<file path="src/hw/rtl/bldc_six_step_commutator_defines.svh">
// ============================================================================
// bldc six-step commutator assertion macros
// shared concurrent assertion forms, clocked on i_clk, off during reset
// ============================================================================
`ifndef BLDC_SIX_STEP_COMMUTATOR_DEFINES_SVH
`define BLDC_SIX_STEP_COMMUTATOR_DEFINES_SVH

// consequent must hold in the same cycle as the antecedent
`define BSSC_ASSERT_NOW(label, ante, cons, msg) \
    label: assert property (@(posedge i_clk) disable iff (!i_rst_n) \
        (ante) |-> (cons)) else $error(msg);

// consequent must hold in the cycle after the antecedent
`define BSSC_ASSERT_NEXT(label, ante, cons, msg) \
    label: assert property (@(posedge i_clk) disable iff (!i_rst_n) \
        (ante) |=> (cons)) else $error(msg);

`endif

</file>
<file path="src/hw/rtl/bssc_pkg.sv">
// ============================================================================
// bssc_pkg
// tables, register indexes and reset codes of the six-step commutator
// ============================================================================
package bssc_pkg;

    // configuration register indexes
    typedef enum logic [1:0] {
        CFG_ROTOR_OFFSET = 2'd0,
        CFG_PHASE_LEAD   = 2'd1,
        CFG_DUTY         = 2'd2,
        CFG_PWM_PERIOD   = 2'd3
    } t_cfg_idx;

    localparam int unsigned CFG_IDX_W = 2;

    typedef logic [2:0] t_rotor_tab [8];
    typedef logic [5:0] t_pattern_tab [8];

    // hall code to rotor state, codes 0 and 7 give the invalid state
    localparam t_rotor_tab ROTOR_TAB = '{
        3'd7, 3'd5, 3'd3, 3'd4, 3'd1, 3'd0, 3'd2, 3'd7
    };

    // drive pattern: bit 2i = phase i+1 low switch, bit 2i+1 = high switch
    localparam t_pattern_tab PATTERN_TAB = '{
        6'h12, 6'h18, 6'h09, 6'h21, 6'h24, 6'h06, 6'h00, 6'h00
    };

    localparam logic [2:0] HALL_ALL_LOW  = 3'd0;
    localparam logic [2:0] HALL_ALL_HIGH = 3'd7;

    localparam logic [2:0] OFFSET_RESET = 3'd0;
    localparam logic [2:0] LEAD_RESET   = 3'b110;   // -2

    // sector count of the electrical revolution, and its double
    localparam logic [5:0] SECTORS     = 6'd6;
    localparam logic [5:0] SECTORS_X2  = 6'd12;

endpackage

</file>
<file path="src/hw/rtl/bssc_hall_if.sv">
// ============================================================================
// bssc_hall_if
// valid/ready channel carrying one sample of the three hall sensor bits
// ============================================================================
interface bssc_hall_if;

    logic       valid;
    logic       ready;
    logic [2:0] hall_bits;

    modport source (output valid, output hall_bits, input ready);
    modport sink   (input valid, input hall_bits, output ready);

endinterface

</file>
<file path="src/hw/rtl/bssc_drive_if.sv">
// ============================================================================
// bssc_drive_if
// valid/ready channel carrying one gate drive word
// ============================================================================
interface bssc_drive_if;

    logic       valid;
    logic       ready;
    logic [2:0] low_side_on;
    logic [2:0] high_side_n;
    logic [2:0] drive_state;
    logic       hall_invalid;

    modport source (
        output valid, output low_side_on, output high_side_n,
        output drive_state, output hall_invalid, input ready
    );
    modport sink (
        input valid, input low_side_on, input high_side_n,
        input drive_state, input hall_invalid, output ready
    );

endinterface

</file>
<file path="src/hw/rtl/bldc_six_step_commutator.sv">
// ============================================================================
// bldc_six_step_commutator
// hall sensor driven six-step commutation with pwm on the low-side gates
// ============================================================================
// Takes one word of three hall bits per cycle while the output side does not
// stall, and returns one gate drive word for it. The accepting edge loads the
// input register; the table lookups, the sector arithmetic and the pattern
// decode then feed the output register, which drives o_drive. Sustained rate
// is one word per clock while the output does not stall. i_hall.ready follows
// o_drive.ready combinationally through the two stages, so a stalled output
// holds at most two words in flight. The pwm counter advances once per
// accepted word (not per clock). It wraps to zero after reaching pwm_period-1,
// and period zero acts as one. The low-side gates of a word are on only when
// the counter stood below duty as the word was taken. High-side gates are
// active low. Drive states 6 and 7 switch every gate off. They are reached
// only by the sector sums -2 and -1, whose negative remainders keep their low
// three bits. An invalid hall code enters the sum as rotor state 7. The user
// must write configuration through i_cfg_we/i_cfg_idx/i_cfg_data only while
// no word is in flight; the block does not enforce this. There is no reset
// sweep.
// ============================================================================
`include "bldc_six_step_commutator_defines.svh"

module bldc_six_step_commutator #(
    parameter int unsigned PWM_WIDTH = 10
) (
    input  logic                                i_clk,
    input  logic                                i_rst_n,

    // configuration write port
    input  logic                                i_cfg_we,
    input  logic [bssc_pkg::CFG_IDX_W-1:0]      i_cfg_idx,
    input  logic [PWM_WIDTH-1:0]                i_cfg_data,

    // hall word in, drive word out
    bssc_hall_if.sink                           i_hall,
    bssc_drive_if.source                        o_drive
);

    // reset of duty and period: 1023 clipped to the counter width
    localparam int unsigned PWM_TOP_INT = (PWM_WIDTH >= 10) ? 1023 : (2**PWM_WIDTH - 1);
    localparam logic [PWM_WIDTH-1:0] PWM_TOP = PWM_WIDTH'(PWM_TOP_INT);

    // configuration registers
    logic [2:0]           r_offset;
    logic [2:0]           r_lead;
    logic [PWM_WIDTH-1:0] r_duty;
    logic [PWM_WIDTH-1:0] r_period;

    // pwm counter
    logic [PWM_WIDTH-1:0] r_pwm_cnt;
    logic [PWM_WIDTH-1:0] n_pwm_cnt;
    logic [PWM_WIDTH-1:0] pwm_last;

    // input stage
    logic                 r_s1_vld;
    logic [2:0]           r_s1_hall;
    logic                 r_s1_pwm_on;

    // output stage
    logic                 r_out_vld;
    logic [2:0]           r_low_on;
    logic [2:0]           r_high_n;
    logic [2:0]           r_state;
    logic                 r_invalid;

    logic                 in_acc;
    logic                 s2_adv;

    // decode of the input stage
    logic [2:0]           rotor;
    logic [5:0]           sum;
    logic [5:0]           rem;
    logic [2:0]           n_state;
    logic [5:0]           pat;
    logic [2:0]           n_low_on;
    logic [2:0]           n_high_n;
    logic                 n_invalid;

    // ------------------------------------------------------------------------
    // handshake: output register frees when empty or taken, input stage frees
    // when empty or moving on
    // ------------------------------------------------------------------------
    assign s2_adv       = !r_out_vld || o_drive.ready;
    assign i_hall.ready = !r_s1_vld || s2_adv;
    assign in_acc       = i_hall.valid && i_hall.ready;

    // ------------------------------------------------------------------------
    // configuration writes
    // ------------------------------------------------------------------------
    always_ff @(posedge i_clk) begin
        if (!i_rst_n) begin
            r_offset <= bssc_pkg::OFFSET_RESET;
            r_lead   <= bssc_pkg::LEAD_RESET;
            r_duty   <= PWM_TOP;
            r_period <= PWM_TOP;
        end else if (i_cfg_we) begin
            unique case (bssc_pkg::t_cfg_idx'(i_cfg_idx))
                bssc_pkg::CFG_ROTOR_OFFSET: r_offset <= i_cfg_data[2:0];
                bssc_pkg::CFG_PHASE_LEAD:   r_lead   <= i_cfg_data[2:0];
                bssc_pkg::CFG_DUTY:         r_duty   <= i_cfg_data;
                bssc_pkg::CFG_PWM_PERIOD:   r_period <= i_cfg_data;
                default: ;
            endcase
        end
    end

    // ------------------------------------------------------------------------
    // pwm counter, one step per accepted word
    // ------------------------------------------------------------------------
    // period zero behaves as period one
    assign pwm_last  = (r_period == '0) ? '0 : r_period - PWM_WIDTH'(1);
    assign n_pwm_cnt = (r_pwm_cnt >= pwm_last) ? '0 : r_pwm_cnt + PWM_WIDTH'(1);

    always_ff @(posedge i_clk) begin
        if (!i_rst_n) begin
            r_pwm_cnt <= '0;
        end else if (in_acc) begin
            r_pwm_cnt <= n_pwm_cnt;
        end
    end

    // ------------------------------------------------------------------------
    // input stage: hall bits and the pwm gate decision of this word
    // ------------------------------------------------------------------------
    always_ff @(posedge i_clk) begin
        if (!i_rst_n) begin
            r_s1_vld <= 1'b0;
        end else if (i_hall.ready) begin
            r_s1_vld <= i_hall.valid;
        end
    end

    always_ff @(posedge i_clk) begin
        if (in_acc) begin
            r_s1_hall   <= i_hall.hall_bits;
            r_s1_pwm_on <= (r_pwm_cnt < r_duty);
        end
    end

    // ------------------------------------------------------------------------
    // sector arithmetic: rotor - offset + lead + 6 lies in -5..16, so the
    // truncating remainder by six is at most two subtractions; a negative
    // sum is its own remainder and keeps its low three bits
    // ------------------------------------------------------------------------
    assign rotor = bssc_pkg::ROTOR_TAB[r_s1_hall];

    always_comb begin
        sum = {3'b000, rotor} - {3'b000, r_offset}
            + {{3{r_lead[2]}}, r_lead} + bssc_pkg::SECTORS;
        priority if (sum[5]) begin
            rem = sum;
        end else if (sum >= bssc_pkg::SECTORS_X2) begin
            rem = sum - bssc_pkg::SECTORS_X2;
        end else if (sum >= bssc_pkg::SECTORS) begin
            rem = sum - bssc_pkg::SECTORS;
        end else begin
            rem = sum;
        end
    end

    assign n_state = rem[2:0];
    assign pat     = bssc_pkg::PATTERN_TAB[n_state];

    // even pattern bits are the low switches, odd bits the high switches
    assign n_low_on  = r_s1_pwm_on ? {pat[4], pat[2], pat[0]} : 3'b000;
    assign n_high_n  = ~{pat[5], pat[3], pat[1]};
    assign n_invalid = (r_s1_hall == bssc_pkg::HALL_ALL_LOW)
                    || (r_s1_hall == bssc_pkg::HALL_ALL_HIGH);

    // ------------------------------------------------------------------------
    // output register
    // ------------------------------------------------------------------------
    always_ff @(posedge i_clk) begin
        if (!i_rst_n) begin
            r_out_vld <= 1'b0;
        end else if (s2_adv) begin
            r_out_vld <= r_s1_vld;
        end
    end

    always_ff @(posedge i_clk) begin
        if (s2_adv && r_s1_vld) begin
            r_low_on  <= n_low_on;
            r_high_n  <= n_high_n;
            r_state   <= n_state;
            r_invalid <= n_invalid;
        end
    end

    assign o_drive.valid        = r_out_vld;
    assign o_drive.low_side_on  = r_low_on;
    assign o_drive.high_side_n  = r_high_n;
    assign o_drive.drive_state  = r_state;
    assign o_drive.hall_invalid = r_invalid;

    // ------------------------------------------------------------------------
    // assertions
    // ------------------------------------------------------------------------
    // never both switches of one phase on
    `BSSC_ASSERT_NOW(a_no_shoot_through, r_out_vld,
        (r_low_on & ~r_high_n) == 3'b000, "shoot through")
    // drive states six and seven switch every gate off
    `BSSC_ASSERT_NOW(a_off_states, r_out_vld && (r_state[2:1] == 2'b11),
        (r_low_on == 3'b000) && (r_high_n == 3'b111), "gates on in off state")
    // an accepted word is held in the input stage next cycle
    `BSSC_ASSERT_NEXT(a_accept_fills, in_acc, r_s1_vld, "accepted word lost")
    // the pwm counter only moves with an accepted word
    `BSSC_ASSERT_NEXT(a_cnt_hold, !in_acc, $stable(r_pwm_cnt),
        "pwm counter moved without word")

endmodule
</file>
<file path="src/flat_wrapper.sv">
// flat-port wrapper written by rule: the top's interface ports become plain ports
module bldc_six_step_commutator_flat 
#(
    parameter int unsigned PWM_WIDTH = 10
)
  (i_clk, i_rst_n, i_cfg_we, i_cfg_idx, i_cfg_data, i_hall_valid, i_hall_hall_bits, i_hall_ready, o_drive_valid, o_drive_low_side_on, o_drive_high_side_n, o_drive_drive_state, o_drive_hall_invalid, o_drive_ready);
  bssc_hall_if i_hall_i ();
  bssc_drive_if o_drive_i ();
  input  logic i_clk;
  input  logic i_rst_n;
  input  logic i_cfg_we;
  input  logic [bssc_pkg::CFG_IDX_W-1:0] i_cfg_idx;
  input  logic [PWM_WIDTH-1:0] i_cfg_data;
  input wire logic [$bits(i_hall_i.valid)-1:0] i_hall_valid;
  input wire logic [$bits(i_hall_i.hall_bits)-1:0] i_hall_hall_bits;
  output wire logic [$bits(i_hall_i.ready)-1:0] i_hall_ready;
  output wire logic [$bits(o_drive_i.valid)-1:0] o_drive_valid;
  output wire logic [$bits(o_drive_i.low_side_on)-1:0] o_drive_low_side_on;
  output wire logic [$bits(o_drive_i.high_side_n)-1:0] o_drive_high_side_n;
  output wire logic [$bits(o_drive_i.drive_state)-1:0] o_drive_drive_state;
  output wire logic [$bits(o_drive_i.hall_invalid)-1:0] o_drive_hall_invalid;
  input wire logic [$bits(o_drive_i.ready)-1:0] o_drive_ready;
  assign i_hall_i.valid = i_hall_valid;
  assign i_hall_i.hall_bits = i_hall_hall_bits;
  assign i_hall_ready = i_hall_i.ready;
  assign o_drive_valid = o_drive_i.valid;
  assign o_drive_low_side_on = o_drive_i.low_side_on;
  assign o_drive_high_side_n = o_drive_i.high_side_n;
  assign o_drive_drive_state = o_drive_i.drive_state;
  assign o_drive_hall_invalid = o_drive_i.hall_invalid;
  assign o_drive_i.ready = o_drive_ready;
  bldc_six_step_commutator #(.PWM_WIDTH(PWM_WIDTH)) u_core (.i_clk(i_clk), .i_rst_n(i_rst_n), .i_cfg_we(i_cfg_we), .i_cfg_idx(i_cfg_idx), .i_cfg_data(i_cfg_data), .i_hall(i_hall_i), .o_drive(o_drive_i));
endmodule
</file>
<file path="config.mk">
export PLATFORM = sky130hd
export DESIGN_NAME = bldc_six_step_commutator_flat
export DESIGN_NICKNAME = d
export VERILOG_FILES = /design/src/hw/rtl/bssc_pkg.sv /design/src/hw/rtl/bssc_hall_if.sv /design/src/hw/rtl/bssc_drive_if.sv /design/src/hw/rtl/bldc_six_step_commutator.sv /design/src/flat_wrapper.sv
export VERILOG_INCLUDE_DIRS = /design/src /design/src/hw/rtl
export SDC_FILE = /design/constraint.sdc
export NUM_CORES = 1
export LEC_CHECK = 0
export BUFFER_PORTS_ARGS = -buffer_cell sky130_fd_sc_hd__buf_2
export CAP_MARGIN = 20
export CORE_ASPECT_RATIO = 1.4
export CORE_MARGIN = 5
export CORE_UTILIZATION = 29
export CTS_BUF_LIST = sky130_fd_sc_hd__clkbuf_2 sky130_fd_sc_hd__clkbuf_4 sky130_fd_sc_hd__clkbuf_8
export DETAILED_ROUTE_END_ITERATION = 10
export GPL_TIMING_DRIVEN = 0
export PLACE_DENSITY = 0.52
export SLEW_MARGIN = 15
export SYNTH_ARGS = -nofsm -noshare
export SYNTH_HDL_FRONTEND = slang
export SYNTH_SLANG_ARGS = --single-unit
</file>
<file path="constraint.sdc">
create_clock -name i_clk -period 9.6 [get_ports i_clk]
set_input_delay 0.48 -clock i_clk [delete_from_list [all_inputs] [get_ports i_clk]]
set_output_delay 0.48 -clock i_clk [all_outputs]
set_load 0.1 [all_outputs]
</file>
==> impl_summary.log <==
INFO  metric critical_path_peak_fanout = 8
INFO  metric fin_worst_skew = 6.52 ps
INFO  metric crit_slowest_cell = fa_1
INFO  metric power.static_leakage = 0.00166 uW
INFO  metric die_h = 132 um
INFO  metric detail_route.first_pass.iterations = 4
INFO  metric critical_path.startpoint_type = flop
INFO  metric setup_violations = 0
INFO  metric min-delay-path-class = input port to flop
INFO  metric cp_cell_sequence = inv_1, ha_1, mux2_2, ha_1, inv_1, fa_1, inv_1, ha_1, inv_1, ha_1, fa_1, ha_1, nor2b_1, a211oi_2, a2111oi_4, xor2_2, ha_1, nand2_1, o31a_1
INFO  metric synth_area = 0.00306 mm^2
INFO  metric clkSlewWorstSetupHoldPaths = 90 ps
INFO  metric ir_worst_vdd = 72.0 uV
INFO  metric timing.max_cap.violations = 0
INFO  metric initial_core_util = 29.6%
INFO  metric max_slew.worst_pin.slew = 767 ps
INFO  metric finalInstanceArea = 0.00350 mm^2
INFO  metric maximum_number_of_pins_on_one_net_before_global_route_repair = 17
INFO  metric critPathArrivalTime = 4720 ps
INFO  metric gp_congestion = 0.805
INFO  metric drive_gt1_share = 12.9%
INFO  metric io_buffers = 31
INFO  metric final_cell_count_no_fill = 511
INFO  metric grt_pass1_wl = 11.2 mm
INFO  metric most-common-layout-cells = nand2_1, dfxtp_1, ha_1
INFO  metric netlist_top_cells_area = dfxtp_1, ha_1, edfxtp_1
INFO  metric post_drt_wl_per_cell = 12.3 um
INFO  metric powerDensity = 164 mW/mm^2
INFO  metric netlist-cell-type-count = 45
INFO  metric drt.antenna.violating_nets = 0
INFO  metric finalNetCount = 431
INFO  metric diode_insertion_count_for_antenna_repair = 0
INFO  metric syn2layout_area_growth = 14.4%
INFO  metric r2r_cells = 19
INFO  metric drt-initial-drc-count = 67
INFO  metric drt-vias-per-instance = 4.62
INFO  metric worst_path_dominant_cell_family = adder cells
INFO  metric ctsRootBufferMaster = clkbuf_8
INFO  metric total_via_count_after_detailed_routing = 2362
INFO  metric drc = 0
INFO  metric worst-endpoint-required = 9670 ps
INFO  metric status = completed
INFO  metric slew_headroom = 48.8%
INFO  metric postCtsHoldBufs = 0
INFO  metric stages_on_worst_setup_path = 19
INFO  metric cts_resized = 0
INFO  metric groute.usage.overall = 10.7%
INFO  metric cts-root-to-sink-buffers = 2
INFO  metric syn-instance-count = 334
INFO  metric fin_tns_setup = 0 ps
INFO  metric numPlacedInstances = 503
INFO  metric post_cts_buffers = 0
INFO  metric postLayoutCoreUtil = 33.8%
INFO  metric grt.overflow.total = 0
INFO  metric synth.net_count = 393
INFO  metric avgSynthCellArea = 9.16 um^2
INFO  metric clock_insertion_delay_worst_skew = 310 ps
INFO  metric place_hpwl = 5.20 mm
INFO  metric tritoncts_clock_tree = done
INFO  metric fp-row-count = 44
INFO  metric cts_made_buffers = 5
INFO  metric timing.setup.critical_path_class = flop to flop
INFO  metric place_area = 0.00339 mm^2
INFO  metric post-synth-top-area-fraction = 24.9%
INFO  metric end_kind = flop
INFO  metric coreArea = 0.0103 mm^2
INFO  metric postSynth.topFlopCell = dfxtp_1
INFO  metric power.total = 575 uW
INFO  metric clock_sink_count = 52
INFO  metric timing_hold_violations_final = 0
INFO  metric crit_top_cell = ha_1
INFO  metric finalWirelength = 6.31 mm
INFO  metric critical_path_buf_inv_count = 4
INFO  metric synth_top_area_cell = dfxtp_1
INFO  metric grt_pass1_vias = 2380
INFO  metric synth_seq_cells = 52
INFO  metric grt_setup_unrepaired = false
INFO  metric layout_worst_path_cycle_share = 48.5%
INFO  metric htreeDepth = 2
INFO  metric synth_seq_area_share = 38.6%
INFO  metric yosysWarnings = 0
INFO  metric antenna_found_initial = 0
INFO  metric edff_count_synth = 14
INFO  metric synth_async_sr_flop_share = 0%
INFO  metric floorplan.die_area = 0.0127 mm^2
INFO  metric maxSlewViolCount = 0
INFO  metric max_clock_freq = 215 MHz
INFO  metric count_of_cells_along_the_worst_hold_path = 1
INFO  metric period_needed = 4650 ps
INFO  metric die_x = 96.8 um
INFO  metric mostFrequentLayoutCell = nand2_1
INFO  metric timing.critical_path.slowest_cell_delay = 690 ps
INFO  metric design.portCount = 32
Yosys cell counts, types with 3 or more instances:
cell / number
nand2_1: 59
dfxtp_1: 38
ha_1: 37
inv_1: 32
nor2_1: 17
edfxtp_1: 14
xor2_1: 14
a21oi_1: 13
o211ai_1: 12
nand3_1: 10
nor2b_1: 10
clkbuf_1: 7
and3_1: 6
nand2b_1: 6
o21ai_0: 6
nand4_1: 5
a21o_1: 4
mux2i_1: 4
nor3_1: 4
o21a_1: 4
xnor2_1: 3
power breakdown:
part	leakage [uW]	internal, uW	switching [uW]
clock network	0.0000503	77.0	72.8
logic	0.00117	54.3	119
registers	0.000439	246	6.74
worst paths after layout:
| check | startpoint | slack (ps) | end |
|---|---|---|---|
| worst min register to register | u_core.r_period[4]$_SDFFE_PN1P_ | 500 | u_core.r_period[4]$_SDFFE_PN1P_ |
| worst max-delay path | u_core.r_s1_hall[0]$_DFFE_PP_ | 4950 | u_core.o_drive.high_side_n[2]$_DFFE_PP_ |
| worst min-delay path | i_hall_hall_bits[0] | 350 | u_core.r_s1_hall[0]$_DFFE_PP_ |
| worst max register to register | u_core.r_s1_hall[0]$_DFFE_PP_ | 4950 | u_core.o_drive.high_side_n[2]$_DFFE_PP_ |
stage by stage:
step                hold slack [ps]  setup slack [ps]
finish                          346              4950
global route                    329              4650
CTS                             337              4900
detailed placement              481              4920
global placement                467              5000
floorplan                       455              5280
per-layer routing:
| metal | GRT usage [%] | up-vias | share of wire [%] |
|---|---|---|---|
| met5 | 0 | - | 0 |
| met4 | 4.61 | 0 | 2.8 |
| met3 | 2.49 | 10 | 3.5 |
| met2 | 19.9 | 34 | 55 |
| met1 | 11.3 | 1091 | 39 |
| li1 | - | 1227 | - |
kinds of logic after synthesis:
group                      Yosys count  share of synthesized area, %
AOI/OAI and AO/OA                   54                          13.4
xor gates and xnor gates            19                          5.93
adders and majority gates           39                          16.4
buffers and inverters               40                          4.91
DFF                                 52                          38.6
muxes                                6                          2.04
and+or+nand+nor                    124                          18.7
layout make-up:
cell class              instances  area [um^2]
plain buffers                   7         26.3
clock inverters                 3         42.5
clock buffers                   5         68.8
repair buffers                 31          155
multi-input cells             242         1730
flip-flops and latches         52         1180
inverters                      33          124
well taps                     138          173
fillers                      1108         6850
sequential cells by signal, summed over array words and instances (netlist names):
name / flops
u_core.o_drive.drive_state: 3
u_core.o_drive.hall_invalid: 1
u_core.o_drive.high_side_n: 3
u_core.o_drive.low_side_on: 3
u_core.o_drive.valid: 1
u_core.r_duty: 10
u_core.r_lead: 3
u_core.r_offset: 3
u_core.r_period: 10
u_core.r_pwm_cnt: 10
u_core.r_s1_hall: 3
u_core.r_s1_pwm_on: 1
u_core.r_s1_vld: 1
No activity file was read; power rests on OpenSTA's default activity.
